$ cat src/rtl/pfmw_pkg.sv
// pfmw_pkg: types, constants and helpers for the windowed pulse flow meter
// used by pulse_flow_meter_window and pfmw_div; no dependencies

package pfmw_pkg;

  // field widths fixed by the interface
  localparam int NOW_W   = 32;
  localparam int PCNT_W  = 16;
  localparam int PER_W   = 16;
  localparam int CFG_W   = 32;
  localparam int TOT_W   = 32;
  localparam int OUT_W   = 48;

  // parameter defaults
  localparam int COUNTER_BITS_DEF = 16;
  localparam int DIV_DW_DEF       = 64;
  localparam int DIV_VW_DEF       = 32;

  // register reset values
  localparam logic [PER_W-1:0] PERIOD_RST = 16'd1000;
  localparam logic [CFG_W-1:0] PPL_RST    = 32'd29491200;  // 450.0 in q16.16
  localparam logic [CFG_W-1:0] HZ_RST     = 32'd491520;    // 7.5 in q16.16

  typedef enum logic [1:0] {
    CFG_SAMPLE_PERIOD   = 2'd0,
    CFG_PULSES_PER_LITER = 2'd1,
    CFG_HZ_PER_LPM      = 2'd2
  } cfg_reg_t;

  typedef enum logic [2:0] {
    S_IDLE,
    S_MUL1,
    S_MUL2,
    S_GO1,
    S_WAIT1,
    S_GO2,
    S_WAIT2,
    S_OUT
  } state_t;

  typedef struct packed {
    logic [NOW_W-1:0]  now_ms;
    logic [PCNT_W-1:0] pulse_count;
  } in_item_t;

  typedef struct packed {
    logic [OUT_W-1:0] freq_hz_q16;
    logic [OUT_W-1:0] flow_lpm_q16;
    logic [OUT_W-1:0] total_liters_q16;
  } out_item_t;

  // clamp a 64-bit quotient to the 48-bit output range
  function automatic logic [OUT_W-1:0] sat48(input logic [63:0] v);
    logic [OUT_W-1:0] r;
    r = (|v[63:OUT_W]) ? '1 : v[OUT_W-1:0];
    return r;
  endfunction

endpackage

$ cat src/rtl/pfmw_div.sv
// pfmw_div: bit-serial restoring divider, one quotient bit per cycle
// depends on pfmw_pkg for parameter defaults

module pfmw_div
  import pfmw_pkg::*;
#(
  parameter int DW = DIV_DW_DEF,
  parameter int VW = DIV_VW_DEF
) (
  input  logic          clk,
  input  logic          rst,
  input  logic          start,
  input  logic [DW-1:0] dividend,
  input  logic [VW-1:0] divisor,
  output logic          done,
  output logic [DW-1:0] quotient
);

  localparam int CW = $clog2(DW + 1);

  logic          busy;
  logic [CW-1:0] cnt;
  logic [DW-1:0] dvd;   // dividend bits shift out, quotient bits shift in
  logic [VW-1:0] rem;
  logic [VW-1:0] dvs;
  logic [VW:0]   rem_sh;
  logic [VW:0]   diff;
  logic          ge;

  assign rem_sh   = {rem, dvd[DW-1]};
  assign diff     = rem_sh - {1'b0, dvs};
  assign ge       = !diff[VW];
  assign quotient = dvd;

  always_ff @(posedge clk) begin
    if (rst) begin
      busy <= 1'b0;
      done <= 1'b0;
    end else begin
      if (start) begin
        busy <= 1'b1;
        done <= 1'b0;
      end else if (busy && cnt == CW'(1)) begin
        busy <= 1'b0;
        done <= 1'b1;
      end else begin
        done <= 1'b0;
      end
    end
  end

  always_ff @(posedge clk) begin
    if (start) begin
      cnt <= CW'(DW);
      dvd <= dividend;
      dvs <= divisor;
      rem <= '0;
    end else if (busy) begin
      cnt <= cnt - CW'(1);
      dvd <= {dvd[DW-2:0], ge};
      rem <= ge ? diff[VW-1:0] : rem_sh[VW-1:0];
    end
  end

endmodule

$ cat src/rtl/pulse_flow_meter_window.sv
// pulse_flow_meter_window: windowed pulse-counting flow meter, top level
// depends on pfmw_pkg and pfmw_div

// Each input transaction carries the millisecond time and a free-running pulse
// counter. When the time since the window mark reaches sample_period_ms the mark
// moves on by that period, the counter difference is added to a 32-bit wrapping
// pulse total, and one output transaction follows with frequency, flow and total
// volume in unsigned q.16, each clamped at 48 bits; otherwise the transaction
// produces nothing and leaves the block idle. A transaction that closes a window
// is worked through in steps: states S_MUL1 and S_MUL2 form delta*1000, then the
// bit-serial dividers run, where the shared 64-bit divider is used twice in a row (first
// for the total volume, in parallel with the frequency division, then for the
// flow, which needs the finished frequency). A new input transaction is taken as
// soon as the result is in the output register, even if it is not yet taken.
// Configuration writes are applied at once and must only be made while idle.

module pulse_flow_meter_window
  import pfmw_pkg::*;
#(
  parameter int COUNTER_BITS = COUNTER_BITS_DEF
) (
  input  logic             clk,
  input  logic             rst,
  input  logic             in_valid,
  output logic             in_ready,
  input  in_item_t         in_data,
  output logic             out_valid,
  input  logic             out_ready,
  output out_item_t        out_data,
  input  logic             cfg_we,
  input  logic [1:0]       cfg_index,
  input  logic [CFG_W-1:0] cfg_data
);

  localparam int CB  = COUNTER_BITS;
  localparam int PW  = CB + 10;      // delta*1000 fits in 10 more bits
  localparam int FDW = PW + 16;      // frequency dividend, q.16 shift
  localparam int BDW = 64;           // total and flow dividends
  localparam int BVW = 32;

  // configuration registers
  logic [PER_W-1:0] sample_period_ms;
  logic [CFG_W-1:0] pulses_per_liter_q16;
  logic [CFG_W-1:0] hz_per_lpm_q16;

  // window state
  logic [CB-1:0]    last_count;
  logic [TOT_W-1:0] pulse_total;
  logic [NOW_W-1:0] window_mark_ms;

  // working registers
  state_t           state, state_next;
  logic [CB-1:0]    delta;
  logic [PW-1:0]    prod;
  logic [OUT_W-1:0] freq_r;
  logic [OUT_W-1:0] total_r;
  logic             fdone, tdone;

  // datapath for the input transaction
  logic             in_acc;
  logic [NOW_W-1:0] elapsed;
  logic             window_hit;
  logic [CB-1:0]    cnt_in;
  logic [CB-1:0]    cnt_diff;

  // divider hookup
  logic             div_a_start, div_a_done;
  logic [FDW-1:0]   div_a_q;
  logic             div_b_start, div_b_done;
  logic [BDW-1:0]   div_b_dividend;
  logic [BVW-1:0]   div_b_divisor;
  logic [BDW-1:0]   div_b_q;
  logic             both_done;
  logic             out_free;
  logic [OUT_W-1:0] flow_val;

  assign in_acc     = in_valid && in_ready;
  assign elapsed    = in_data.now_ms - window_mark_ms;     // modulo 2^32
  assign window_hit = !(elapsed < NOW_W'(sample_period_ms));
  assign cnt_in     = CB'(in_data.pulse_count);            // upper counter bits dropped
  assign cnt_diff   = cnt_in - last_count;                 // wraps at the counter width
  assign both_done  = (fdone || div_a_done) && (tdone || div_b_done);
  assign out_free   = !out_valid || out_ready;
  assign flow_val   = (hz_per_lpm_q16 == '0) ? '0 : sat48(div_b_q);

  // first run of divider b is the total volume, second run the flow
  assign div_b_dividend = (state == S_GO1) ? {pulse_total, 32'b0} : {freq_r, 16'b0};
  assign div_b_divisor  = (state == S_GO1) ? pulses_per_liter_q16 : hz_per_lpm_q16;

  // frequency: delta*1000*2^16 / period, one bit per cycle
  pfmw_div #(
    .DW(FDW),
    .VW(PER_W)
  ) u_div_freq (
    .clk      (clk),
    .rst      (rst),
    .start    (div_a_start),
    .dividend ({prod, 16'b0}),
    .divisor  (sample_period_ms),
    .done     (div_a_done),
    .quotient (div_a_q)
  );

  // shared divider for total volume and flow
  pfmw_div #(
    .DW(BDW),
    .VW(BVW)
  ) u_div_main (
    .clk      (clk),
    .rst      (rst),
    .start    (div_b_start),
    .dividend (div_b_dividend),
    .divisor  (div_b_divisor),
    .done     (div_b_done),
    .quotient (div_b_q)
  );

  // next state
  always_comb begin
    state_next = state;
    case (state)
      S_IDLE:  if (in_valid && window_hit) state_next = S_MUL1;
      S_MUL1:  state_next = S_MUL2;
      S_MUL2:  state_next = S_GO1;
      S_GO1:   state_next = S_WAIT1;
      S_WAIT1: if (both_done) state_next = S_GO2;
      S_GO2:   state_next = S_WAIT2;
      S_WAIT2: if (div_b_done) state_next = S_OUT;
      S_OUT:   if (out_free) state_next = S_IDLE;
      default: state_next = S_IDLE;
    endcase
  end

  // state outputs
  always_comb begin
    in_ready    = 1'b0;
    div_a_start = 1'b0;
    div_b_start = 1'b0;
    case (state)
      S_IDLE:  in_ready = 1'b1;
      S_GO1: begin
        div_a_start = 1'b1;
        div_b_start = 1'b1;
      end
      S_GO2:   div_b_start = 1'b1;
      default: ;
    endcase
  end

  // control and state registers
  always_ff @(posedge clk) begin
    if (rst) begin
      state                <= S_IDLE;
      sample_period_ms     <= PERIOD_RST;
      pulses_per_liter_q16 <= PPL_RST;
      hz_per_lpm_q16       <= HZ_RST;
      last_count           <= '0;
      pulse_total          <= '0;
      window_mark_ms       <= '0;
      fdone                <= 1'b0;
      tdone                <= 1'b0;
      out_valid            <= 1'b0;
    end else begin
      state <= state_next;

      if (cfg_we) begin
        case (cfg_index)
          CFG_SAMPLE_PERIOD:    sample_period_ms     <= cfg_data[PER_W-1:0];
          CFG_PULSES_PER_LITER: pulses_per_liter_q16 <= cfg_data;
          CFG_HZ_PER_LPM:       hz_per_lpm_q16       <= cfg_data;
          default: ;
        endcase
      end

      // window closes: advance mark, fold the counter difference into the total
      if (in_acc && window_hit) begin
        window_mark_ms <= window_mark_ms + NOW_W'(sample_period_ms);
        last_count     <= cnt_in;
        pulse_total    <= pulse_total + TOT_W'(cnt_diff);
      end

      if (state == S_GO1) begin
        fdone <= 1'b0;
        tdone <= 1'b0;
      end else begin
        if (div_a_done) fdone <= 1'b1;
        if (div_b_done) tdone <= 1'b1;
      end

      if (state == S_OUT && out_free) out_valid <= 1'b1;
      else if (out_valid && out_ready) out_valid <= 1'b0;
    end
  end

  // payload registers
  always_ff @(posedge clk) begin
    if (in_acc && window_hit) delta <= cnt_diff;
    // delta*1000 as delta*1024 - delta*32 + delta*8 over states S_MUL1 and S_MUL2
    if (state == S_MUL1) prod <= (PW'(delta) << 10) - (PW'(delta) << 5);
    if (state == S_MUL2) prod <= prod + (PW'(delta) << 3);
    if (state == S_WAIT1 && both_done) begin
      freq_r  <= (sample_period_ms == '0) ? '0 : sat48(64'(div_a_q));
      total_r <= (pulses_per_liter_q16 == '0) ? '0 : sat48(div_b_q);
    end
    if (state == S_OUT && out_free) begin
      out_data.freq_hz_q16      <= freq_r;
      out_data.flow_lpm_q16     <= flow_val;
      out_data.total_liters_q16 <= total_r;
    end
  end

  // window state moves only with an accepted input transaction
  a_total_hold: assert property (@(posedge clk) disable iff (rst)
    !in_acc |=> $stable(pulse_total))
    else $error("pulse total changed without an input transaction");

  a_mark_hold: assert property (@(posedge clk) disable iff (rst)
    !in_acc |=> $stable(window_mark_ms))
    else $error("window mark changed without an input transaction");

  // the frequency divider only finishes while its result is awaited
  a_freq_done: assert property (@(posedge clk) disable iff (rst)
    div_a_done |-> state == S_WAIT1)
    else $error("frequency divider finished outside its wait state");

  // a waiting result is never overwritten by the next one
  a_out_hold: assert property (@(posedge clk) disable iff (rst)
    out_valid && !out_ready |=> out_valid && $stable(out_data))
    else $error("pending result overwritten");

endmodule

$ cat config.mk
export PLATFORM = sky130hd
export DESIGN_NAME = pulse_flow_meter_window
export DESIGN_NICKNAME = d
export VERILOG_FILES = /design/src/rtl/pfmw_pkg.sv /design/src/rtl/pfmw_div.sv /design/src/rtl/pulse_flow_meter_window.sv
export SDC_FILE = /design/constraint.sdc
export NUM_CORES = 1
export LEC_CHECK = 0
export BUFFER_PORTS_ARGS = -buffer_cell sky130_fd_sc_hd__buf_2
export CAP_MARGIN = 30
export CORE_MARGIN = 2
export CORE_UTILIZATION = 35
export CTS_CLUSTER_DIAMETER = 200
export CTS_CLUSTER_SIZE = 25
export DETAILED_ROUTE_END_ITERATION = 8
export GPL_TIMING_DRIVEN = 0
export PLACE_DENSITY = 0.53
export SYNTH_ARGS = -nofsm -noshare
export SYNTH_HDL_FRONTEND = slang
export SYNTH_SLANG_ARGS = --single-unit
export TNS_END_PERCENT = 5
$ cat constraint.sdc
create_clock -name clk -period 23.7 [get_ports clk]
set_clock_uncertainty 0.1 [all_clocks]
set_input_delay 2.37 -clock clk [delete_from_list [all_inputs] [get_ports clk]]
set_output_delay 2.37 -clock clk [all_outputs]
set_load 0.02 [all_outputs]
==> flow_metrics.py <==
metrics = {
    "run_status": {
        "status": "finished, final reports clean",
    },
    "routing": {
        "vias": 24400,
        "post_drt_wl_per_cell_um": 17.9,
        "ant_nets": 0,
        "drt_iter0_drc": 1540,
        "drc": 0,
        "wirelength_um": 87300,
        "routed_via_density": 5.00,
        "firstDrtPassIters": 5,
    },
    "sta": {
        "post-route-period-util_pct": 29.8,
        "setup_viol": 0,
        "rsz0062_at_grt": "false",
        "hold_viol_final": 0,
        "period_minus_slack_ps": 7050,
        "hold_ws_ps": 323,
        "tns_ps": 0,
        "final_max_slew_viol_count": 0,
        "slew_headroom_pct": 37.9,
        "fmax_ghz": 0.142,
        "worst_slew_pin_slew_ps": 929,
    },
    "clocking": {
        "cts_inserted_buffers": 30,
        "post_cts_buffers": 0,
        "worstSkewPairLatency_ps": 640,
        "cts.sinks": 652,
        "root_buffer": "clkbuf_16",
        "h-tree-depth": 1,
        "ctsResizeCount": 0,
        "cts_buffer_depth": 3,
        "ctsHoldBuffers": 0,
        "clk_pin_slew_worst_paths_ps": 100,
        "cts_tree": "built",
    },
    "yosys": {
        "syn_inst": 3325,
        "syn_avg_cell_area_um2": 9.88,
        "synthFlopType": "edfxtp_1",
        "yosys_register_bits": 652,
        "async_flop_share_pct": 0,
        "synth_cell_types": 86,
        "synth-edff-count": 405,
        "synth_area_um2": 32800,
        "yosysSeqAreaShare_pct": 52.1,
        "yosys_warnings": 0,
    },
    "pwr": {
        "intPower_mw": 1.98,
        "power_frac_comb_pct": 32.9,
        "irDropWorstVdd_v": 0.0000527,
        "leakagePower_nw": 14.6,
        "power.share.switching_pct": 34.0,
        "switchingPower_mw": 1.02,
        "power_frac_seq_pct": 46.6,
        "p_per_area_nw_per_um2": 81.7,
        "clkPwrFrac_pct": 20.5,
        "p_total_mw": 3.01,
    },
    "final_layout": {
        "drive_above_1_share_pct": 9.67,
        "fillers": 9299,
        "design_area_um2": 36800,
        "seq_area_um2": 17100,
        "nets": 3873,
        "multi_input_area_um2": 14400,
        "final_common_cell": "nand2_1",
        "diodes": 0,
        "area_delta_synth_final_pct": 12.0,
        "final_cell_mix": "nand2_1, edfxtp_1, nor2_1, a21oi_1, dfxtp_1",
        "fin_cells": 4882,
    },
    "setup_path": {
        "critPathArrivalTime_ps": 7510,
        "r2r_slack_ps": 18060,
        "crit_fanout": 17,
        "crit_required_ps": 24160,
        "start_kind": "input pin",
        "end_kind": "register",
        "crit_type": "in -> reg",
    },
    "grt": {
        "grt_overflow": 0,
        "use_met1_pct": 25.8,
        "grt_max_degree": 65,
        "use_met2_pct": 29.2,
        "antenna_found_initial": 3,
        "grtUsageTotal_pct": 17.8,
        "grt-busiest-layer": "met2",
        "use_met3_pct": 1.71,
        "grt_pass1_wl_um": 135000,
        "grt_pass1_vias": 23300,
    },
    "placement": {
        "place_congestion": 0.875,
        "numPortBuffers": 226,
        "dp_cells": 4828,
        "placed_area_um2": 35900,
        "place_hpwl_um": 67600,
    },
    "floorplanning": {
        "core_um2": 93200,
        "die_w_um": 310,
        "die-area_um2": 96300,
        "die_h_um": 310,
        "io_pins": 233,
        "initial_core_util_pct": 35.2,
        "std_cell_rows": 112,
    },
    "worst_hold_path": {
        "hp-class": "reg -> reg",
    },
    "run": {
        "cap_violations": 0,
    },
}
==> flip-flops by register name, indices dropped and copies added, names as in the netlist, 3 cells and up <==
register and count:
window_mark_ms 32, sample_period_ms 16, u_div_freq.rem 16, prod 23, pulse_total 32, u_div_main.quotient 64, u_div_freq.quotient 42, u_div_main.rem 32
u_div_freq.dvs 16, delta 16, freq_r 42, pulses_per_liter_q16 32, u_div_freq.cnt 6, hz_per_lpm_q16 32, last_count 16, state 3
u_div_main.cnt 7, u_div_main.dvs 32, out_data 138, total_r 48
==> stage by stage <==
step / worst slack (ps) / utilization (%)
after floorplan: 14750 / -
after global placement: 11290 / 38.2
after detailed placement: 15970 / 38.5
after CTS: 16640 / 39.5
after global routing: 16310 / 39.5
final: 16650 / 39.5
==> final timing paths <==
kind,from,to,cells after the start
setup reg to reg,window_mark_ms[1]$_SDFFE_PP0P_,pulse_total[2]$_SDFFE_PP0P_,23
hold reg to reg,total_r[38]$_SDFFCE_PN0P_,out_data[38]$_DFFE_PP_,0
setup / recovery,in_data[16],pulse_total[2]$_SDFFE_PP0P_,26
hold / removal,total_r[38]$_SDFFCE_PN0P_,out_data[38]$_DFFE_PP_,0
==> cell usage after synthesis (14+ instances only) <==
| cell | count | area share [%] |
|---|---|---|
| a22o_1 | 22 | 0.59 |
| clkbuf_1 | 118 | 1.3 |
| xnor2_1 | 99 | 2.6 |
| o31ai_1 | 25 | 0.57 |
| nor2_1 | 400 | 4.6 |
| a21oi_1 | 266 | 4.1 |
| nand3_1 | 80 | 1.2 |
| nand2b_1 | 17 | 0.32 |
| o21a_1 | 19 | 0.43 |
| nand2_1 | 447 | 5.1 |
| dfxtp_1 | 247 | 15 |
| xor2_1 | 41 | 1.1 |
| inv_1 | 183 | 2.1 |
| nor3_1 | 43 | 0.66 |
| nor2b_1 | 19 | 0.36 |
| o21bai_1 | 20 | 0.46 |
| or4_1 | 18 | 0.41 |
| or3_1 | 14 | 0.27 |
| a211oi_1 | 31 | 0.71 |
| o211ai_1 | 17 | 0.39 |
| edfxtp_1 | 405 | 37 |
| a31oi_1 | 40 | 0.76 |
| nor4_1 | 35 | 0.67 |
| and2_1 | 52 | 0.99 |
| o21ai_0 | 110 | 1.7 |
| buf_1 | 14 | 0.16 |
| or2_2 | 14 | 0.27 |
| nand4_1 | 21 | 0.40 |
| a21o_1 | 46 | 1.1 |
| and3_1 | 37 | 0.70 |
| mux2i_1 | 85 | 2.6 |
| ha_1 | 173 | 6.6 |
==> worst max-delay path, cell delays in order <==
cell	delay [ps]
buf_2	70
inv_1	50
ha_1	230
fa_1	400
and2b_1	210
o21ai_1	80
a2111o_1	460
nand2b_2	120
o31ai_4	110
nor2_1	120
nor2_1	50
xnor2_1	170
ha_1	270
a21oi_1	160
o22ai_1	110
a211oi_1	250
o2111ai_1	170
nor4b_2	280
o2111ai_1	190
nor4_2	360
nand4_4	300
nand2_4	210
buf_6	170
buf_6	190
inv_2	190
a211oi_2	210
==> power groups by stage <==
stage	combinational [mW]	sequential, mW	clock (mW)
2_1_floorplan	0.784	1.39	0
3_3_place_gp	0.979	1.43	0
3_5_place_dp	0.987	1.42	0
4_1_cts	0.992	1.40	0.635
5_1_grt	1.12	1.41	0.672
6_report	0.988	1.40	0.616
==> layer usage <==
layer | wire [um] | up-vias
met1 | 43100 | 11500
li1 | - | 12300
met3 | 3280 | 76
met4 | 1380 | 4
met5 | 21 | -
met2 | 39600 | 456
==> final cells by class <==
class                   count  share of cell area (%)
inverters                 186                    1.90
multi-input cells        2335                    39.2
flip-flops and latches    652                    46.5
well taps                1254                    4.27
clock buffers              53                    2.33
plain buffers             157                    1.89
repair buffers            244                    3.86
clock inverters             1                  0.0817
==> logic make-up after synthesis <==
| family | share of synthesized area (%) |
|---|---|
| flops | 52.1 |
| fa+ha+maj | 7.02 |
| xor+xnor | 3.73 |
| buf+inv | 4.23 |
| simple gates | 16.9 |
| other cells | 0.0114 |
| compound gates | 13.0 |
| mux | 3.04 |
Power figures use the tool's default switching activity.
